File: src/hw/rtl/assert_macros.svh
// Assertion helpers shared by the RTL; all checks are clocked on i_clk and
// disabled while i_rst_n is low.
`ifndef ASSERT_MACROS_SVH
`define ASSERT_MACROS_SVH

`define FPSA_ASSERT(label, prop, msg) \
    label: assert property (@(posedge i_clk) disable iff (!i_rst_n) prop) \
        else $error(msg);

`define FPSA_ASSERT_IMPL(label, ante, cons, msg) \
    label: assert property (@(posedge i_clk) disable iff (!i_rst_n) (ante) |-> (cons)) \
        else $error(msg);

`define FPSA_ASSERT_NEXT(label, ante, cons, msg) \
    label: assert property (@(posedge i_clk) disable iff (!i_rst_n) (ante) |=> (cons)) \
        else $error(msg);

`endif

File: src/hw/rtl/fpsa_pkg.sv
`default_nettype none

package fpsa_pkg;

    localparam int unsigned NEED_W = 21;      // pages for a 32-bit byte size
    localparam int unsigned OUT_FRAME_W = 20;
    localparam int unsigned CNT_W = 20;
    localparam logic [CNT_W-1:0] COUNT_MAX = 20'hFFFFF;

    localparam logic [1:0] KIND_ALLOC = 2'd0;
    localparam logic [1:0] KIND_FREE  = 2'd1;
    localparam logic [1:0] KIND_RUN   = 2'd2;

    localparam logic [1:0] ST_OK    = 2'd0;
    localparam logic [1:0] ST_EMPTY = 2'd1;
    localparam logic [1:0] ST_FULL  = 2'd2;
    localparam logic [1:0] ST_NORUN = 2'd3;

    typedef struct packed {
        logic              hit;
        logic              restart;
        logic [NEED_W-1:0] run_next;
    } t_step_res;

    function automatic logic [CNT_W-1:0] count_add(logic [CNT_W-1:0] c,
                                                   logic [NEED_W-1:0] n);
        logic [NEED_W:0] s;
        s = (NEED_W+1)'(c) + (NEED_W+1)'(n);
        if (s >= (NEED_W+1)'(COUNT_MAX)) begin
            return COUNT_MAX;
        end
        return s[CNT_W-1:0];
    endfunction

    function automatic logic [CNT_W-1:0] count_dec(logic [CNT_W-1:0] c);
        if (c == '0) begin
            return c;
        end
        return c - CNT_W'(1);
    endfunction

endpackage

`default_nettype wire

File: src/hw/rtl/fpsa_run_step.sv
`default_nettype none

// One step of the run search: does this entry extend the run by one page?
module fpsa_run_step #(
    parameter int unsigned FRAME_BITS = 20
) (
    input  wire logic [FRAME_BITS-1:0]       i_entry,
    input  wire logic [FRAME_BITS-1:0]       i_prev,
    input  wire logic                        i_have_prev,
    input  wire logic [fpsa_pkg::NEED_W-1:0] i_run,
    input  wire logic [fpsa_pkg::NEED_W-1:0] i_need,
    output fpsa_pkg::t_step_res              o_res
);

    logic contig;
    logic [fpsa_pkg::NEED_W-1:0] run_next;

    // extra top bit so the highest frame never chains into frame 0
    assign contig = i_have_prev &&
        ({1'b0, i_entry} == ({1'b0, i_prev} + (FRAME_BITS+1)'(1)));

    assign run_next = contig ? (i_run + fpsa_pkg::NEED_W'(1)) : fpsa_pkg::NEED_W'(1);

    assign o_res.hit      = (run_next == i_need);
    assign o_res.restart  = !contig;
    assign o_res.run_next = run_next;

endmodule

`default_nettype wire

File: config.mk
export PLATFORM = sky130hd
export DESIGN_NAME = fpsa_run_step
export DESIGN_NICKNAME = d
export VERILOG_FILES = /design/src/hw/rtl/assert_macros.svh /design/src/hw/rtl/fpsa_pkg.sv /design/src/hw/rtl/fpsa_run_step.sv
export SDC_FILE = /design/constraint.sdc
export NUM_CORES = 1
export LEC_CHECK = 0
export ABC_CLOCK_PERIOD_IN_PS = 5000
export BUFFER_PORTS_ARGS = -buffer_cell sky130_fd_sc_hd__buf_2
export CAP_MARGIN = 20
export CORE_MARGIN = 2
export CORE_UTILIZATION = 28
export DETAILED_ROUTE_END_ITERATION = 8
export GPL_ROUTABILITY_DRIVEN = 0
export PLACE_DENSITY_LB_ADDON = 0.05
export SETUP_SLACK_MARGIN = 0.05
export SLEW_MARGIN = 5
export SYNTH_ARGS = -nofsm -noshare
export SYNTH_HDL_FRONTEND = slang
export SYNTH_SLANG_ARGS = --single-unit
File: constraint.sdc
create_clock -name vclk -period 5
set_clock_uncertainty 0.15 [all_clocks]
set_input_delay 1.5 -clock vclk [all_inputs]
set_output_delay 1.5 -clock vclk [all_outputs]
set_load 0.02 [all_outputs]
==> results.toml <==
[outcome]
status = "finished with violations"
failed_checks = "setup timing"

[timing]
period_minus_slack_ns = 5.484
fin_ws_ns = -0.4837
max_freq_mhz = 182.4
tightest_slew_ns = 0.4395
setup_viol = 23
slew_headroom = 0.6994
timing.setup.tns_ns = -6.204
slew_viol_final = 0
fin_crit_sh = 1.097
final_hold_viol_count = 0
rsz0062_at_grt = "true"

[layout]
final-instance-count-excl-fill = 516
seq_cells = 0
fin_area_um2 = 3373
num-nets-final = 528
num_antenna_cells = 0
multi_input_area_um2 = 1812
clockBufferCount = 0
ff_latch_area_um2 = 0
layout-drive-gt1-share = 0.5397
fillers = 579
syn_to_final_growth_pct = 99.11

[synth]
synth_top_area_frac = 0.1913
syn_nets = 335
yosysSeqAreaShare = 0
synthCells = 250
synthTopCellsByCount = "xor2_1, nor2_1, xnor2_1, nand3_1, nand2_1"
synth_cell_types = 53
yosysMostFrequentCell = "xor2_1"
yosys.area.top_type = "xor2_1"
synth.area.top_cells = "xor2_1, xnor2_1, nor2_1, nand3_1, and3_1"
synthesis.area_um2 = 1694
synth_warnings = 0
avgSynthCellArea_um2 = 6.777

[pwr]
vdd_drop_max_mv = 0.03819
power.leakage_nw = 1.516
pwr_density_cell_nw_per_um2 = 59.30
power_mw = 0.2000

[setup_path]
critPathArrivalTime_ns = 3.83
critPathRequiredTime_ns = 3.35
cp-start-kind = "input port"
cp_max_fo = 5
path_class = "in -> out"
path_cells = "buf_8 > ha_4 > and4_4 > and3_4 > or3_1 > a221oi_2 > nand4_1 > nor3_2 > inv_2 > o21a_1 > o22ai_2 > and4b_2 > buf_6"
startpoint = "i_prev[0]"
end_kind = "output port"
cpMaxStageDelayCell = "or3_1"
slowest_delay_ns = 0.32

[placed_design]
dp_hpwl_um = 5377
dp_cells = 508
placed_area_um2 = 3019
numPortBuffers = 106

[routing]
ant_nets = 0
firstDrtPassIters = 4
wl_per_cell_um = 12.36
drt_iter0_markers = 74
drc = 0
vias = 2526
vias_per_cell = 4.895
finalWirelength_um = 6379

[floorplanning]
coreArea_um2 = 5886
placementRows = 28
die_w_um = 81.79
io_pins = 106
start_util = 0.2878
die_h_um = 81.79
fp.dieArea_um2 = 6689

[worst_hold_path]
min-delay-start = "i_run[0]"
hp-class = "in -> out"
hold_depth = 4

[global_routing]
overflow = 0
antenna_found_initial = 0
grtUsageTotal = 0.1807
grt_max_degree = 10
grt_pass1_vias = 2359
grt_pass1_wl_um = 9908

[cts]
postCtsHoldBufs = 0

[run]
cap_viol_max_count = 0
layer usage:
metal  GRT usage  vias up  wire length (µm)
met5           0        -                 0
met3    0.006593        4               337
li1            -     1309                 -
met2      0.3894       80              3469
met4     0.01500        0                53
met1      0.1957     1133              2517
path summary, 6_finish.rpt:
check	slack (ns)	to
min	3.30	o_res[0]
max	-0.48	o_res[22]
critical path: cells and delay by family:
kind / cells / cell delay (ns)
compound gates: 3 / 0.64
buf+inv: 3 / 0.33
fa+ha+maj: 1 / 0.15
simple gates: 6 / 1.22
cells by family after synthesis:
family | share of synthesized area
AOI/OAI and AO/OA | 0.1603
xor gates and xnor gates | 0.2999
adders and majority gates | 0.01477
buffers and inverters | 0.04135
muxes | 0.01846
and+or+nand+nor | 0.4653
placed cells by master (no fill, tap or decap), types with 2 or more instances in the layout:
cell type / count
a211oi_1: 2
a21oi_1: 6
a22oi_1: 3
a31oi_1: 6
and2_4: 2
and3_1: 10
and4_1: 4
and4_4: 2
buf_12: 3
buf_2: 81
buf_4: 83
buf_6: 26
buf_8: 4
inv_1: 6
mux2i_1: 2
nand2_1: 15
nand3_1: 16
nand4_1: 11
nand4_4: 2
nor2_1: 18
nor2_4: 19
nor2b_1: 2
nor3_1: 9
nor4_1: 4
nor4_2: 2
nor4b_1: 4
o211ai_1: 3
o21a_1: 2
o21ai_0: 7
o21ai_1: 2
xnor2_1: 21
xor2_1: 37
through the flow:
stage                     utilization  hold WS [ns]  setup WS, ns
final                          0.5731         3.303       -0.4837
after global routing           0.5731         3.347       -0.5891
after CTS                      0.5640         3.298       -0.4817
after detailed placement       0.5130         3.297       -0.5693
after global placement         0.5130         3.304       -0.5129
after floorplan                     -         2.967       -0.1231
layout make-up:
class | instances | share of cell area
Inverter | 7 | 0.007789
Multi-Input combinational cell | 237 | 0.5371
Tap cell | 75 | 0.02782
Timing Repair Buffer | 197 | 0.4273
power by group:
part           internal, mW  switching [mW]  total (mW)
Sequential                0               0           0
Combinational         0.105          0.0951       0.200
Clock                     0               0           0
Total                 0.105          0.0951       0.200
repair_timing:
item,CTS,global route
resized for setup,73,18
setup buffers,7,5
gates cloned,0,0
setup endpoints to repair,23,23
pin swaps,1,6
Note: power is estimated with default switching activity, not from simulation.
